### src/sv/psynth_pkg.sv
// package for the pll synthesizer word generator
// holds field widths, register codes, reset values and the word structs
// no dependencies
package psynth_pkg;

    localparam int DIAL_W     = 21;
    localparam int REF_W      = 15;
    localparam int SHIFT_W    = 17;
    localparam int IF_W       = 17;
    localparam int CFG_DATA_W = 17;
    localparam int WORD_W     = 24;
    localparam int F_W        = 23;
    localparam int MAG_W      = 22;
    localparam int B_FIELD_W  = 13;
    localparam int A_FIELD_W  = 6;
    localparam int R_FIELD_W  = 14;
    localparam int BURST_MAX  = 4;
    localparam int CNT_W      = 3;

    localparam int RASTER_KHZ_DEF = 25;
    localparam int PRESCALER_DEF  = 16;

    localparam logic [WORD_W-1:0] FUNC_LATCH_A = 24'h438086;
    localparam logic [WORD_W-1:0] FUNC_LATCH_B = 24'h438082;

    localparam logic [REF_W-1:0]   REF_RESET   = 15'd12000;
    localparam logic [SHIFT_W-1:0] SHIFT_RESET = SHIFT_W'(-28000);
    localparam logic [IF_W-1:0]    IF_RESET    = 17'd69300;

    typedef logic [1:0] t_cfg_idx;
    localparam t_cfg_idx CFG_REF   = 2'd0;
    localparam t_cfg_idx CFG_SHIFT = 2'd1;
    localparam t_cfg_idx CFG_IF    = 2'd2;

    localparam logic KIND_TUNE = 1'b0;
    localparam logic KIND_INIT = 1'b1;

    typedef struct packed {
        logic              kind;
        logic [DIAL_W-1:0] dial_khz;
        logic              transmit;
        logic              shift_enable;
    } t_in_word;

    typedef struct packed {
        logic [WORD_W-1:0] pll_word;
        logic              last;
    } t_out_word;

    // synthesizer frequency as sign and magnitude
    typedef struct packed {
        logic             kind;
        logic             neg;
        logic [MAG_W-1:0] mag;
    } t_freq;

    // quotients after the raster divisions
    typedef struct packed {
        logic             kind;
        logic             neg;
        logic [MAG_W-1:0] raster;
        logic [MAG_W-1:0] b_cnt;
        logic [REF_W-1:0] r_cnt;
    } t_quot;

    typedef struct packed {
        logic [BURST_MAX-1:0][WORD_W-1:0] words;
        logic [CNT_W-1:0]                 cnt;
    } t_burst;

endpackage

### src/sv/psynth_freq.sv
// synthesizer frequency select: receive, transmit, transmit with shift
// produces sign and magnitude of the frequency; uses psynth_pkg
module psynth_freq (
    input  psynth_pkg::t_in_word               i_word,
    input  logic [psynth_pkg::IF_W-1:0]        i_if_khz,
    input  logic [psynth_pkg::SHIFT_W-1:0]     i_shift_khz,
    output psynth_pkg::t_freq                  o_freq
);
    import psynth_pkg::*;

    logic [F_W-1:0] dial_e;
    logic [F_W-1:0] if_e;
    logic [F_W-1:0] shift_e;
    logic [F_W-1:0] f_rx;
    logic [F_W-1:0] f_tx;
    logic [F_W-1:0] f_sel;
    logic [F_W-1:0] f_abs;
    logic           use_rx;

    always_comb begin
        dial_e  = {{(F_W-DIAL_W){1'b0}}, i_word.dial_khz};
        if_e    = {{(F_W-IF_W){1'b0}}, i_if_khz};
        shift_e = {{(F_W-SHIFT_W){i_shift_khz[SHIFT_W-1]}}, i_shift_khz};
        f_rx    = dial_e - if_e;
        f_tx    = dial_e + shift_e;
        // init always programs the receive frequency
        use_rx  = (i_word.kind == KIND_INIT) || !i_word.transmit;
        if (use_rx) begin
            f_sel = f_rx;
        end else if (i_word.shift_enable) begin
            f_sel = f_tx;
        end else begin
            f_sel = dial_e;
        end
        f_abs       = f_sel[F_W-1] ? (~f_sel + 1'b1) : f_sel;
        o_freq.kind = i_word.kind;
        o_freq.neg  = f_sel[F_W-1];
        o_freq.mag  = f_abs[MAG_W-1:0];
    end

endmodule

### src/sv/psynth_div.sv
// raster and prescaler division by reciprocal multiplication, one register stage
// also divides the reference for the r counter; uses psynth_pkg
module psynth_div #(
    parameter int RASTER_KHZ = psynth_pkg::RASTER_KHZ_DEF,
    parameter int PRESCALER  = psynth_pkg::PRESCALER_DEF
) (
    input  logic                          i_clk,
    input  logic                          i_rst_n,
    input  logic                          i_valid,
    input  psynth_pkg::t_freq             i_freq,
    input  logic [psynth_pkg::REF_W-1:0]  i_ref_khz,
    output logic                          o_ready,
    output logic                          o_valid,
    output psynth_pkg::t_quot             o_quot,
    input  logic                          i_ready
);
    import psynth_pkg::*;

    localparam int DIV_RAS = RASTER_KHZ;
    localparam int DIV_B   = RASTER_KHZ * PRESCALER;
    localparam int MUL_W   = MAG_W + 2;
    localparam int PROD_W  = MAG_W + MUL_W;
    localparam int SH_RAS  = MAG_W + $clog2(DIV_RAS);
    localparam int SH_B    = MAG_W + $clog2(DIV_B);
    localparam logic [63:0] M_RAS_FULL =
        ((64'd1 << SH_RAS) + 64'(DIV_RAS) - 64'd1) / 64'(DIV_RAS);
    localparam logic [63:0] M_B_FULL =
        ((64'd1 << SH_B) + 64'(DIV_B) - 64'd1) / 64'(DIV_B);
    localparam logic [MUL_W-1:0] M_RAS = MUL_W'(M_RAS_FULL);
    localparam logic [MUL_W-1:0] M_B   = MUL_W'(M_B_FULL);

    localparam int RMUL_W  = REF_W + 2;
    localparam int RPROD_W = REF_W + RMUL_W;
    localparam int SH_REF  = REF_W + $clog2(DIV_RAS);
    localparam logic [63:0] M_REF_FULL =
        ((64'd1 << SH_REF) + 64'(DIV_RAS) - 64'd1) / 64'(DIV_RAS);
    localparam logic [RMUL_W-1:0] M_REF = RMUL_W'(M_REF_FULL);

    logic [PROD_W-1:0]  prod_ras;
    logic [PROD_W-1:0]  prod_b;
    logic [RPROD_W-1:0] prod_ref;
    t_quot              n_quot;
    logic               r_valid;
    t_quot              r_quot;

    always_comb begin
        prod_ras = PROD_W'(i_freq.mag) * PROD_W'(M_RAS);
        prod_b   = PROD_W'(i_freq.mag) * PROD_W'(M_B);
        prod_ref = RPROD_W'(i_ref_khz) * RPROD_W'(M_REF);
        n_quot.kind   = i_freq.kind;
        n_quot.neg    = i_freq.neg;
        n_quot.raster = MAG_W'(prod_ras >> SH_RAS);
        n_quot.b_cnt  = MAG_W'(prod_b >> SH_B);
        n_quot.r_cnt  = REF_W'(prod_ref >> SH_REF);
    end

    assign o_ready = !r_valid || i_ready;
    assign o_valid = r_valid;
    assign o_quot  = r_quot;

    always_ff @(posedge i_clk) begin
        if (!i_rst_n) begin
            r_valid <= 1'b0;
        end else if (o_ready) begin
            r_valid <= i_valid;
        end
    end

    always_ff @(posedge i_clk) begin
        if (o_ready && i_valid) begin
            r_quot <= n_quot;
        end
    end

endmodule

### src/sv/psynth_pack.sv
// latch word assembly: n word fields, r word, init sequence of four words
// combinational, fed by the division stage; uses psynth_pkg
module psynth_pack #(
    parameter int PRESCALER = psynth_pkg::PRESCALER_DEF
) (
    input  psynth_pkg::t_quot  i_quot,
    output psynth_pkg::t_burst o_burst
);
    import psynth_pkg::*;

    localparam int A_W = $clog2(PRESCALER);
    localparam logic [A_W-1:0] P_LO = A_W'(PRESCALER);

    logic [2*A_W-1:0]     bp;
    logic [A_W-1:0]       a_mag;
    logic [A_FIELD_W-1:0] a_ext;
    logic [A_FIELD_W-1:0] a_fld;
    logic [B_FIELD_W-1:0] b_fld;
    logic [WORD_W-1:0]    n_word;
    logic [WORD_W-1:0]    r_word;

    always_comb begin
        // remainder only needs the low bits
        bp    = {{A_W{1'b0}}, i_quot.b_cnt[A_W-1:0]} * {{A_W{1'b0}}, P_LO};
        a_mag = i_quot.raster[A_W-1:0] - bp[A_W-1:0];
        a_ext = A_FIELD_W'(a_mag);
        a_fld = i_quot.neg ? (~a_ext + 1'b1) : a_ext;
        b_fld = i_quot.neg ? (~i_quot.b_cnt[B_FIELD_W-1:0] + 1'b1)
                           : i_quot.b_cnt[B_FIELD_W-1:0];
        n_word = {3'b000, b_fld, a_fld, 2'b01};
        r_word = {6'b000000, 2'b10, i_quot.r_cnt[R_FIELD_W-1:0], 2'b00};
        if (i_quot.kind == KIND_INIT) begin
            o_burst.words[0] = FUNC_LATCH_A;
            o_burst.words[1] = r_word;
            o_burst.words[2] = n_word;
            o_burst.words[3] = FUNC_LATCH_B;
            o_burst.cnt      = CNT_W'(BURST_MAX);
        end else begin
            o_burst.words[0] = n_word;
            o_burst.words[1] = n_word;
            o_burst.words[2] = n_word;
            o_burst.words[3] = n_word;
            o_burst.cnt      = CNT_W'(1);
        end
    end

endmodule

### src/sv/psynth_seq.sv
// output buffer that sends a run of one to four words, one per cycle unless stalled
// takes the next run while the last word of the current one leaves; uses psynth_pkg
module psynth_seq (
    input  logic                  i_clk,
    input  logic                  i_rst_n,
    input  logic                  i_load_valid,
    input  psynth_pkg::t_burst    i_burst,
    output logic                  o_load_ready,
    output logic                  o_valid,
    output psynth_pkg::t_out_word o_data,
    input  logic                  i_stall
);
    import psynth_pkg::*;

    logic [WORD_W-1:0] r_words [BURST_MAX];
    logic [CNT_W-1:0]  r_cnt;
    logic              emit;
    logic              load;

    assign emit         = (r_cnt != '0) && !i_stall;
    assign o_load_ready = (r_cnt == '0) || ((r_cnt == CNT_W'(1)) && emit);
    assign load         = i_load_valid && o_load_ready;

    assign o_valid          = (r_cnt != '0);
    assign o_data.pll_word  = r_words[0];
    assign o_data.last      = (r_cnt == CNT_W'(1));

    always_ff @(posedge i_clk) begin
        if (!i_rst_n) begin
            r_cnt <= '0;
        end else if (load) begin
            r_cnt <= i_burst.cnt;
        end else if (emit) begin
            r_cnt <= r_cnt - 1'b1;
        end
    end

    always_ff @(posedge i_clk) begin
        if (load) begin
            for (int i = 0; i < BURST_MAX; i++) begin
                r_words[i] <= i_burst.words[i];
            end
        end else if (emit) begin
            for (int i = 0; i < BURST_MAX - 1; i++) begin
                r_words[i] <= r_words[i+1];
            end
        end
    end

    a_cnt_range: assert property (@(posedge i_clk) disable iff (!i_rst_n)
        r_cnt <= CNT_W'(BURST_MAX))
        else $error("word count out of range");

    a_load_cnt: assert property (@(posedge i_clk) disable iff (!i_rst_n)
        load |=> (r_cnt == CNT_W'(1)) || (r_cnt == CNT_W'(BURST_MAX)))
        else $error("run loaded with a bad length");

    a_hold_stall: assert property (@(posedge i_clk) disable iff (!i_rst_n)
        (r_cnt != '0) && i_stall |=> r_cnt == $past(r_cnt))
        else $error("word count moved while stalled");

endmodule

### src/sv/pll_synth_word_generator.sv
// top level of the pll synthesizer word generator
// instantiates psynth_freq, psynth_div, psynth_pack, psynth_seq; uses psynth_pkg
//
// Each accepted word carries a dial frequency and flags and produces the 24-bit
// latch words for a dual-modulus pll: one n word for a tune, or function latch,
// r word, n word at the receive frequency and second function latch for an init.
// Input register, division register and output buffer carry each accepted word in that
// order. A new word can be taken every cycle while o_stall is low; the output buffer
// sends one latch word per cycle while i_stall is low, so tunes run at one per cycle
// and an init occupies the output for its four latch words. Configuration writes are
// always ready and take effect on words accepted after the write while the block is
// empty.
module pll_synth_word_generator #(
    parameter int RASTER_KHZ = psynth_pkg::RASTER_KHZ_DEF,
    parameter int PRESCALER  = psynth_pkg::PRESCALER_DEF
) (
    input  logic                               i_clk,
    input  logic                               i_rst_n,
    input  logic                               i_valid,
    input  psynth_pkg::t_in_word               i_data,
    output logic                               o_stall,
    output logic                               o_valid,
    output psynth_pkg::t_out_word              o_data,
    input  logic                               i_stall,
    input  logic                               i_cfg_valid,
    input  psynth_pkg::t_cfg_idx               i_cfg_index,
    input  logic [psynth_pkg::CFG_DATA_W-1:0]  i_cfg_data,
    output logic                               o_cfg_ready
);
    import psynth_pkg::*;

    logic [REF_W-1:0]   r_ref_khz;
    logic [SHIFT_W-1:0] r_shift_khz;
    logic [IF_W-1:0]    r_if_khz;
    logic               cfg_wr;

    t_freq  n_s1;
    t_freq  r_s1;
    logic   r_s1_valid;
    logic   div_ready;
    logic   div_valid;
    t_quot  div_quot;
    t_burst burst;
    logic   seq_ready;

    assign o_cfg_ready = 1'b1;
    assign cfg_wr      = i_cfg_valid && o_cfg_ready;

    always_ff @(posedge i_clk) begin
        if (!i_rst_n) begin
            r_ref_khz   <= REF_RESET;
            r_shift_khz <= SHIFT_RESET;
            r_if_khz    <= IF_RESET;
        end else if (cfg_wr) begin
            case (i_cfg_index)
                CFG_REF:   r_ref_khz   <= i_cfg_data[REF_W-1:0];
                CFG_SHIFT: r_shift_khz <= i_cfg_data[SHIFT_W-1:0];
                CFG_IF:    r_if_khz    <= i_cfg_data[IF_W-1:0];
                default: begin
                end
            endcase
        end
    end

    psynth_freq u_freq (
        .i_word      (i_data),
        .i_if_khz    (r_if_khz),
        .i_shift_khz (r_shift_khz),
        .o_freq      (n_s1)
    );

    assign o_stall = r_s1_valid && !div_ready;

    always_ff @(posedge i_clk) begin
        if (!i_rst_n) begin
            r_s1_valid <= 1'b0;
        end else if (!o_stall) begin
            r_s1_valid <= i_valid;
        end
    end

    always_ff @(posedge i_clk) begin
        if (i_valid && !o_stall) begin
            r_s1 <= n_s1;
        end
    end

    psynth_div #(
        .RASTER_KHZ (RASTER_KHZ),
        .PRESCALER  (PRESCALER)
    ) u_div (
        .i_clk     (i_clk),
        .i_rst_n   (i_rst_n),
        .i_valid   (r_s1_valid),
        .i_freq    (r_s1),
        .i_ref_khz (r_ref_khz),
        .o_ready   (div_ready),
        .o_valid   (div_valid),
        .o_quot    (div_quot),
        .i_ready   (seq_ready)
    );

    psynth_pack #(
        .PRESCALER (PRESCALER)
    ) u_pack (
        .i_quot  (div_quot),
        .o_burst (burst)
    );

    psynth_seq u_seq (
        .i_clk        (i_clk),
        .i_rst_n      (i_rst_n),
        .i_load_valid (div_valid),
        .i_burst      (burst),
        .o_load_ready (seq_ready),
        .o_valid      (o_valid),
        .o_data       (o_data),
        .i_stall      (i_stall)
    );

    a_accept_held: assert property (@(posedge i_clk) disable iff (!i_rst_n)
        i_valid && !o_stall |=> r_s1_valid)
        else $error("accepted word lost at input register");

    a_stall_cause: assert property (@(posedge i_clk) disable iff (!i_rst_n)
        o_stall |-> r_s1_valid && !div_ready)
        else $error("input stalled with nothing pending");

    a_cfg_if: assert property (@(posedge i_clk) disable iff (!i_rst_n)
        cfg_wr && (i_cfg_index == CFG_IF) |=> r_if_khz == $past(i_cfg_data[IF_W-1:0]))
        else $error("if offset write not taken");

endmodule

### config.mk
export PLATFORM = sky130hd
export DESIGN_NAME = pll_synth_word_generator
export DESIGN_NICKNAME = d
export VERILOG_FILES = /design/src/sv/psynth_pkg.sv /design/src/sv/psynth_freq.sv /design/src/sv/psynth_div.sv /design/src/sv/psynth_pack.sv /design/src/sv/psynth_seq.sv /design/src/sv/pll_synth_word_generator.sv
export SDC_FILE = /design/constraint.sdc
export NUM_CORES = 1
export LEC_CHECK = 0
export BUFFER_PORTS_ARGS = -buffer_cell sky130_fd_sc_hd__buf_2
export CAP_MARGIN = 30
export CORE_AREA = 2 2 228 230
export DETAILED_ROUTE_END_ITERATION = 10
export DIE_AREA = 0 0 230 232
export GPL_TIMING_DRIVEN = 0
export HOLD_SLACK_MARGIN = 0.08
export PLACE_DENSITY_LB_ADDON = 0.1
export SYNTH_ARGS = -nofsm -noshare
export SYNTH_HDL_FRONTEND = slang
export SYNTH_SLANG_ARGS = --single-unit
### constraint.sdc
create_clock -name i_clk -period 6.5 [get_ports i_clk]
set_clock_uncertainty 0.15 [all_clocks]
set_input_delay 1.3 -clock i_clk [delete_from_list [all_inputs] [get_ports i_clk]]
set_output_delay 1.3 -clock i_clk [all_outputs]
set_load 0.005 [all_outputs]
==> impl_summary.txt, run 1 <==
----------------------------------------------------
[Synth]
  Proportion of synthesized flip-flops having asynchronous set or reset ... 0
  Xor/xnor share of the synthesized area ... 0.0301
  Number of different library cells in the post-synthesis netlist ... 83
  Portion of netlist area occupied by mux cells ... 0.00639
  Synthesized flop and latch total ... 192
  Largest family of logic cells by synthesized area ... adder cells
  Synthesized instance count ... 2,336
  Compound-gate portion of the synthesized area ... 0.111
  Synthesized area ... 0.0227 mm^2
  Sequential-to-total area share from yosys stat ... 0.230
  Adder and majority cell fraction of the synthesized area ... 0.427
  Warning count from the yosys run ... 0
  Number of enable-type register cells in the synthesized netlist ... 138
  Area fraction in and, or, nand and nor cells after synthesis ... 0.103
  Average instance area after synthesis ... 9.72 um^2
  Most used flip-flop cell after synthesis ... edfxtp_1

[Route]
  Average vias per placed instance ... 5.10
  Post-DR wirelength/cell ... 17.2 um
  1st-iter DRT viols ... 756
  Number of remaining DRC errors ... 0
  Total wire length after detailed routing ... 55.1 mm
  Antenna viol nets, final ... 0
  Routed vias ... 16,293
  DRT Pass-1 Iters ... 5

[GRT]
  Global-route wire length before repair ... 88.9 mm
  Total gr overflow ... 0
  Initial antenna violation count ... 0
  Global router's overall resource usage ... 0.214
  Vias in the first global route ... 16,675
  Largest net degree at the start of global routing ... 64

[Setup path]
  Type of element launching the critical path ... flop
  Worst Setup Path Type ... flop to flop
  Capturing element type of the critical path ... flop
  Biggest fanout along the worst timing path ... 4
  Family with the most delay on the worst path ... adder cells
  Required time reported for the critical path endpoint ... 6.58 ns
  Signal arrival time at the worst endpoint ... 6.76 ns
  Largest stage delay on the critical path ... 0.57 ns
  Cell with the largest stage delay on the worst path ... fa_1
  Worst path buffer plus inverter count ... 8

[Placed design]
  Final RePlAce weighted congestion ... 0.871
  # placed instances ... 3,088
  Number of port buffers ... 70
  Cell area after placement ... 0.0240 mm^2
  DP Wirelength ... 45.7 mm

[Clocking]
  Insertion delay to the later sink of the worst-skew pair ... 0.48 ns
  H-tree levels ... 4
  Clock slew at reported path FFs ... 0.08 ns
  CTS Buf Count ... 17
  Clock tree from TritonCTS ... yes
  CTS root buffer ... clkbuf_16
  Cts-stage hold buffer count ... 0
  Count of clock tree sinks ... 192
  CTS Buffer Depth ... 2

[STA]
  Fin. Hold Viols ... 0
  Pin slew with the least headroom to its limit ... 0.978 ns
  Max-Slew Margin vs Limit ... 0.347
  Aggregate negative setup slack ... -0.673 ns
  Finish-stage setup viols ... 5
  Final period demand of the worst path ... 6.69 ns
  Least setup slack across all paths after layout ... -0.189 ns
  RSZ-0062 raised after global routing ... yes
  Maximum clock frequency ... 150 MHz
  Fin crit share ... 1.03
  Number of max-slew violations in the final report ... 0

[Cells and area]
  Number of antenna cells inserted ... 0
  Total non-filler cell area in the finished layout ... 0.0256 mm^2
  Fraction of final layout cells with drive strength greater than 1 ... 0.119
  Commonest cells after routing, fill and taps aside ... 470 x inv_1, 352 x ha_1, 238 x fa_1, 206 x nand2_1, 138 x edfxtp_1
  Non-Filler Instances ... 3,192
  Fill cell instance count of the final layout ... 4,800
  Utilization after layout ... 0.503
  Final layout net count ... 3,173
  Most common library cell in the layout ignoring fill and taps ... inv_1
  Area added between synthesis and finish ... 12.8%

[Status]
  Run status ... finished with violations
  Violations in the final reports ... setup timing

[Floorplan]
  Num ports ... 76
  Die W ... 230 um
  Floorplan die height ... 232 um
  Site Rows ... 83
  Die area ... 0.0534 mm^2
  Core ar. ... 0.0509 mm^2
  Initial core utilization ... 0.446

[Job]
  Number of violations of the max-capacitance limit ... 0

[Worst hold path]
  Hold Path Class ... flop to flop

----------------------------------------------------
[layout make-up]
cell class              count  area, um^2  area share
plain buffers              58         236     0.00923
clock buffers              17         425      0.0166
clock inverters            15         180     0.00703
inverters                 496        1860      0.0727
multi-input cells        1591       15900       0.620
flip-flops and latches    192        5230       0.204
well taps                 680         851      0.0332
repair buffers            143         966      0.0377
[cell usage after synthesis, types with 6 or more instances]
cell type | instances | share of area
nor3_1 | 21 | 0.0046
nor2b_1 | 15 | 0.0041
inv_1 | 494 | 0.082
nand4_1 | 7 | 0.0019
a21o_1 | 35 | 0.012
mux2i_1 | 10 | 0.0044
o21ai_0 | 68 | 0.015
o21ai_1 | 6 | 0.0013
nor2_1 | 114 | 0.019
fa_1 | 248 | 0.22
o211ai_1 | 26 | 0.0086
nand2_1 | 207 | 0.034
edfxtp_1 | 138 | 0.18
nand2b_1 | 15 | 0.0041
a21boi_0 | 29 | 0.0096
or3_1 | 9 | 0.0025
o31ai_1 | 9 | 0.0030
xor2_1 | 37 | 0.014
a21oi_1 | 90 | 0.020
a211oi_1 | 12 | 0.0040
ha_1 | 378 | 0.21
and3_1 | 19 | 0.0052
and2_1 | 12 | 0.0033
nand3_1 | 31 | 0.0068
o21a_1 | 15 | 0.0050
xnor2_1 | 41 | 0.016
dfxtp_1 | 54 | 0.048
nor4_1 | 8 | 0.0022
a31oi_1 | 20 | 0.0055
clkbuf_1 | 48 | 0.0079
[flip-flops by register name, indices dropped and copies added (netlist names)]
register	flops
u_seq.r_cnt	3
r_ref_khz	15
u_seq.r_words	84
r_s1	24
u_div.o_quot	30
u_div.o_valid	1
r_if_khz	17
r_s1_valid	1
r_shift_khz	17
[per-stage QoR]
stage | worst slack, ns | hold WS [ns]
after floorplan | 0.0196 | 0.250
after detailed placement | -0.975 | 0.271
final | -0.189 | 0.292
after global routing | -0.393 | 0.299
after CTS | -0.194 | 0.290
after global placement | -0.927 | 0.298
[layer usage]
| layer | vias to the layer above | track usage | wire length, um |
|---|---|---|---|
| met2 | 264 | 0.360 | 26400 |
| met4 | 0 | 0.0486 | 901 |
| li1 | 8078 | - | - |
| met5 | - | 0 | 0 |
| met1 | 7903 | 0.294 | 25800 |
| met3 | 48 | 0.0276 | 2040 |
[worst reg2reg max path: stages, from the launching register on]
cell,delay [ns]
edfxtp_1,0.45
buf_4,0.17
buf_6,0.13
inv_1,0.08
fa_1,0.41
inv_1,0.08
ha_1,0.14
inv_1,0.05
fa_1,0.52
inv_1,0.05
fa_1,0.57
fa_1,0.44
fa_1,0.51
inv_1,0.07
fa_1,0.51
inv_1,0.07
ha_4,0.26
nand2_2,0.06
a21oi_2,0.04
a221oi_2,0.28
o21ai_2,0.17
a221oi_4,0.33
a21oi_2,0.11
o21a_1,0.19
o21a_2,0.23
a221oi_2,0.26
xnor2_1,0.11
[final timing paths]
kind | from | endpoint | slack (ns) | cells after the start
max | r_s1[7] | u_div.o_quot[27] | -0.19 | 26
min | r_s1[22] | u_div.o_quot[59] | 0.29 | 0
min reg2reg | r_s1[22] | u_div.o_quot[59] | 0.29 | 0
max reg2reg | r_s1[7] | u_div.o_quot[27] | -0.19 | 26
[kinds of logic (layout without fill, tap and decap cells)]
kind of cell | count (synthesis) | in the layout
adder cells (fa/ha/maj) | 626 | 626
buffers and inverters | 554 | 729
AND/OR/NAND/NOR | 495 | 495
AO/OA/AOI/OAI | 375 | 375
flip-flops | 192 | 192
XOR/XNOR | 78 | 78
multiplexers | 14 | 14
other | 2 | 3
[timing repair]
| item | 4_1_cts | 5_1_grt |
|---|---|---|
| resized for setup | 67 | 42 |
| endpoints found under the setup margin | 15 | 12 |
| pin swaps | 51 | 32 |
| hold endpoints to repair | 0 | 0 |
| setup buffers | 57 | 15 |
Power of run 1 is left out: the tool's default activity adds up to more than one toggle a clock period on the data nets, which glitch-free logic cannot reach.
==> run 2: changes to the inputs <==
--- a/config.mk
+++ b/config.mk
@@ -7,12 +7,12 @@
 export LEC_CHECK = 0
 export BUFFER_PORTS_ARGS = -buffer_cell sky130_fd_sc_hd__buf_2
 export CAP_MARGIN = 30
-export CORE_AREA = 2 2 228 230
+export CORE_AREA = 2 2 200 202
 export DETAILED_ROUTE_END_ITERATION = 10
-export DIE_AREA = 0 0 230 232
+export DIE_AREA = 0 0 202 204
 export GPL_TIMING_DRIVEN = 0
 export HOLD_SLACK_MARGIN = 0.08
-export PLACE_DENSITY_LB_ADDON = 0.1
+export PLACE_DENSITY = 0.84
 export SYNTH_ARGS = -nofsm -noshare
 export SYNTH_HDL_FRONTEND = slang
 export SYNTH_SLANG_ARGS = --single-unit
==> impl_summary.txt, run 2 (synthesis gave the netlist of run 1 again) <==
----------------------------------------------------
[Cells and area]
  Fill cell instance count of the final layout ... 2,782
  Final layout net count ... 3,166
  Largest register FFs ... 84
  Largest reg by FF count ... u_seq.r_words
  Most common library cell in the layout ignoring fill and taps ... inv_1
  Fraction of final layout cells with drive strength greater than 1 ... 0.115
  Area added between synthesis and finish ... 11.7%
  Commonest cells after routing, fill and taps aside ... 473 x inv_1, 357 x ha_1, 237 x fa_1, 205 x nand2_1, 138 x edfxtp_1
  Utilization after layout ... 0.648
  Non-Filler Instances ... 3,032

[Status]
  Run status ... finished with violations
  Violations in the final reports ... setup timing

[Placed design]
  Number of port buffers ... 70
  # placed instances ... 2,935
  DP Wirelength ... 44.3 mm
  Final RePlAce weighted congestion ... 0.999

[Route]
  Average vias per placed instance ... 5.87
  1st-iter DRT viols ... 1,537
  M1 WL ... 23.3 mm
  Total wire length after detailed routing ... 60.4 mm
  Max layer used ... met4
  Met2 wire length ... 28.9 mm
  DRT Pass-1 Iters ... 5
  Routed vias ... 17,806
  Detailed-routed wire length on met3 ... 4.40 mm
  Post-DR wirelength/cell ... 19.9 um
  Antenna viol nets, final ... 0
  Number of remaining DRC errors ... 0

[Setup path]
  Biggest fanout along the worst timing path ... 4
  Type of element launching the critical path ... flop
  Crit path from ... r_s1[7]
  Capturing element type of the critical path ... flop
  Required time reported for the critical path endpoint ... 6.52 ns
  Signal arrival time at the worst endpoint ... 6.86 ns
  Worst Setup Path Type ... flop to flop
  R2R Path Start ... r_s1[7]

[GRT]
  Largest net degree at the start of global routing ... 42
  Global-route wire length before repair ... 94.4 mm
  Vias in the first global route ... 18,642
  Initial antenna violation count ... 2
  Total gr overflow ... 0
  Global router's overall resource usage ... 0.291

[STA]
  Fin. Hold Viols ... 0
  Fin crit share ... 1.05
  Least setup slack across all paths after layout ... -0.342 ns
  Final period demand of the worst path ... 6.84 ns
  Maximum clock frequency ... 146 MHz
  RSZ-0062 raised after global routing ... yes
  Max-Slew Margin vs Limit ... 0.437
  Finish-stage setup viols ... 6
  Pin slew with the least headroom to its limit ... 0.844 ns
  Number of max-slew violations in the final report ... 0

[Floorplan]
  Site Rows ... 73
  Core ar. ... 0.0392 mm^2
  Num ports ... 76
  Die W ... 202 um
  Floorplan die height ... 204 um
  Initial core utilization ... 0.580
  Die area ... 0.0412 mm^2

[Clocking]
  H-tree levels ... 4
  Count of clock tree sinks ... 192
  Cts-stage hold buffer count ... 0
  Insertion delay to the later sink of the worst-skew pair ... 0.46 ns
  CTS Buf Count ... 17
  Clock slew at reported path FFs ... 0.09 ns
  Clock tree from TritonCTS ... yes
  CTS root buffer ... clkbuf_16
  CTS Buffer Depth ... 2

[Job]
  Number of violations of the max-capacitance limit ... 0

[Worst hold path]
  Hold Path Class ... flop to flop
  Hold path startpoint ... r_s1[23]

----------------------------------------------------
[run 2: changes by cell type in the layout (fill, tap and decap cells not counted), sizes merged]
cell,previous run,this run
buf,153,146
diode,0,2
[run 2: final cells by class]
class	instances	area [um^2]	area share
inverters	496	1860	0.0734
clock inverters	15	190	0.00750
well taps	525	657	0.0259
plain buffers	58	236	0.00932
multi-input cells	1591	15800	0.624
flip-flops and latches	192	5230	0.206
clock buffers	17	425	0.0168
diodes	2	5.00	0.000197
repair buffers	136	951	0.0375
[run 2: worst paths after layout]
path	end	slack [ns]	cells after the start
max	u_div.o_quot[25]	-0.34	23
min	u_div.o_quot[60]	0.28	0
max reg2reg	u_div.o_quot[25]	-0.34	23
min reg2reg	u_div.o_quot[60]	0.28	0
[run 2: worst max-delay path: stages (launching register included)]
cell and delay [ns]:
edfxtp_1 0.47, buf_6 0.17, buf_12 0.12, ha_1 0.24
ha_1 0.30, inv_1 0.07, fa_1 0.55, inv_1 0.06
fa_1 0.53, fa_2 0.46, fa_1 0.54, inv_1 0.05
fa_1 0.49, inv_1 0.07, ha_4 0.27, a21oi_4 0.13
o21ai_1 0.10, a221oi_2 0.30, o21ai_2 0.18, a221oi_4 0.32
a21oi_2 0.12, o21a_1 0.23, o41ai_1 0.46, xnor2_1 0.18
[run 2: routing by layer]
| layer | GRT usage | vias up |
|---|---|---|
| met4 | 0.157 | 0 |
| met1 | 0.353 | 8591 |
| met3 | 0.0531 | 276 |
| li1 | - | 8048 |
| met5 | 0 | - |
| met2 | 0.495 | 891 |
[run 2: per-stage QoR]
stage	setup TNS [ns]	area, um^2	worst slack (ns)	hold WS (ns)
after floorplan	0	22700	0.0196	0.250
after global placement	-4.44	23700	-0.737	0.264
after detailed placement	-5.98	23800	-0.852	0.264
after CTS	-0.470	25200	-0.162	0.285
after global routing	-2.54	25400	-0.548	0.298
final	-1.24	25400	-0.342	0.283
[run 2: what timing repair did]
action                                  4_1_cts  5_1_grt
pin swaps                                    56       14
resized for setup                            75       25
endpoints found under the setup margin       15       12
buffers inserted                             56        7
Power of run 2 is left out for the same reason.
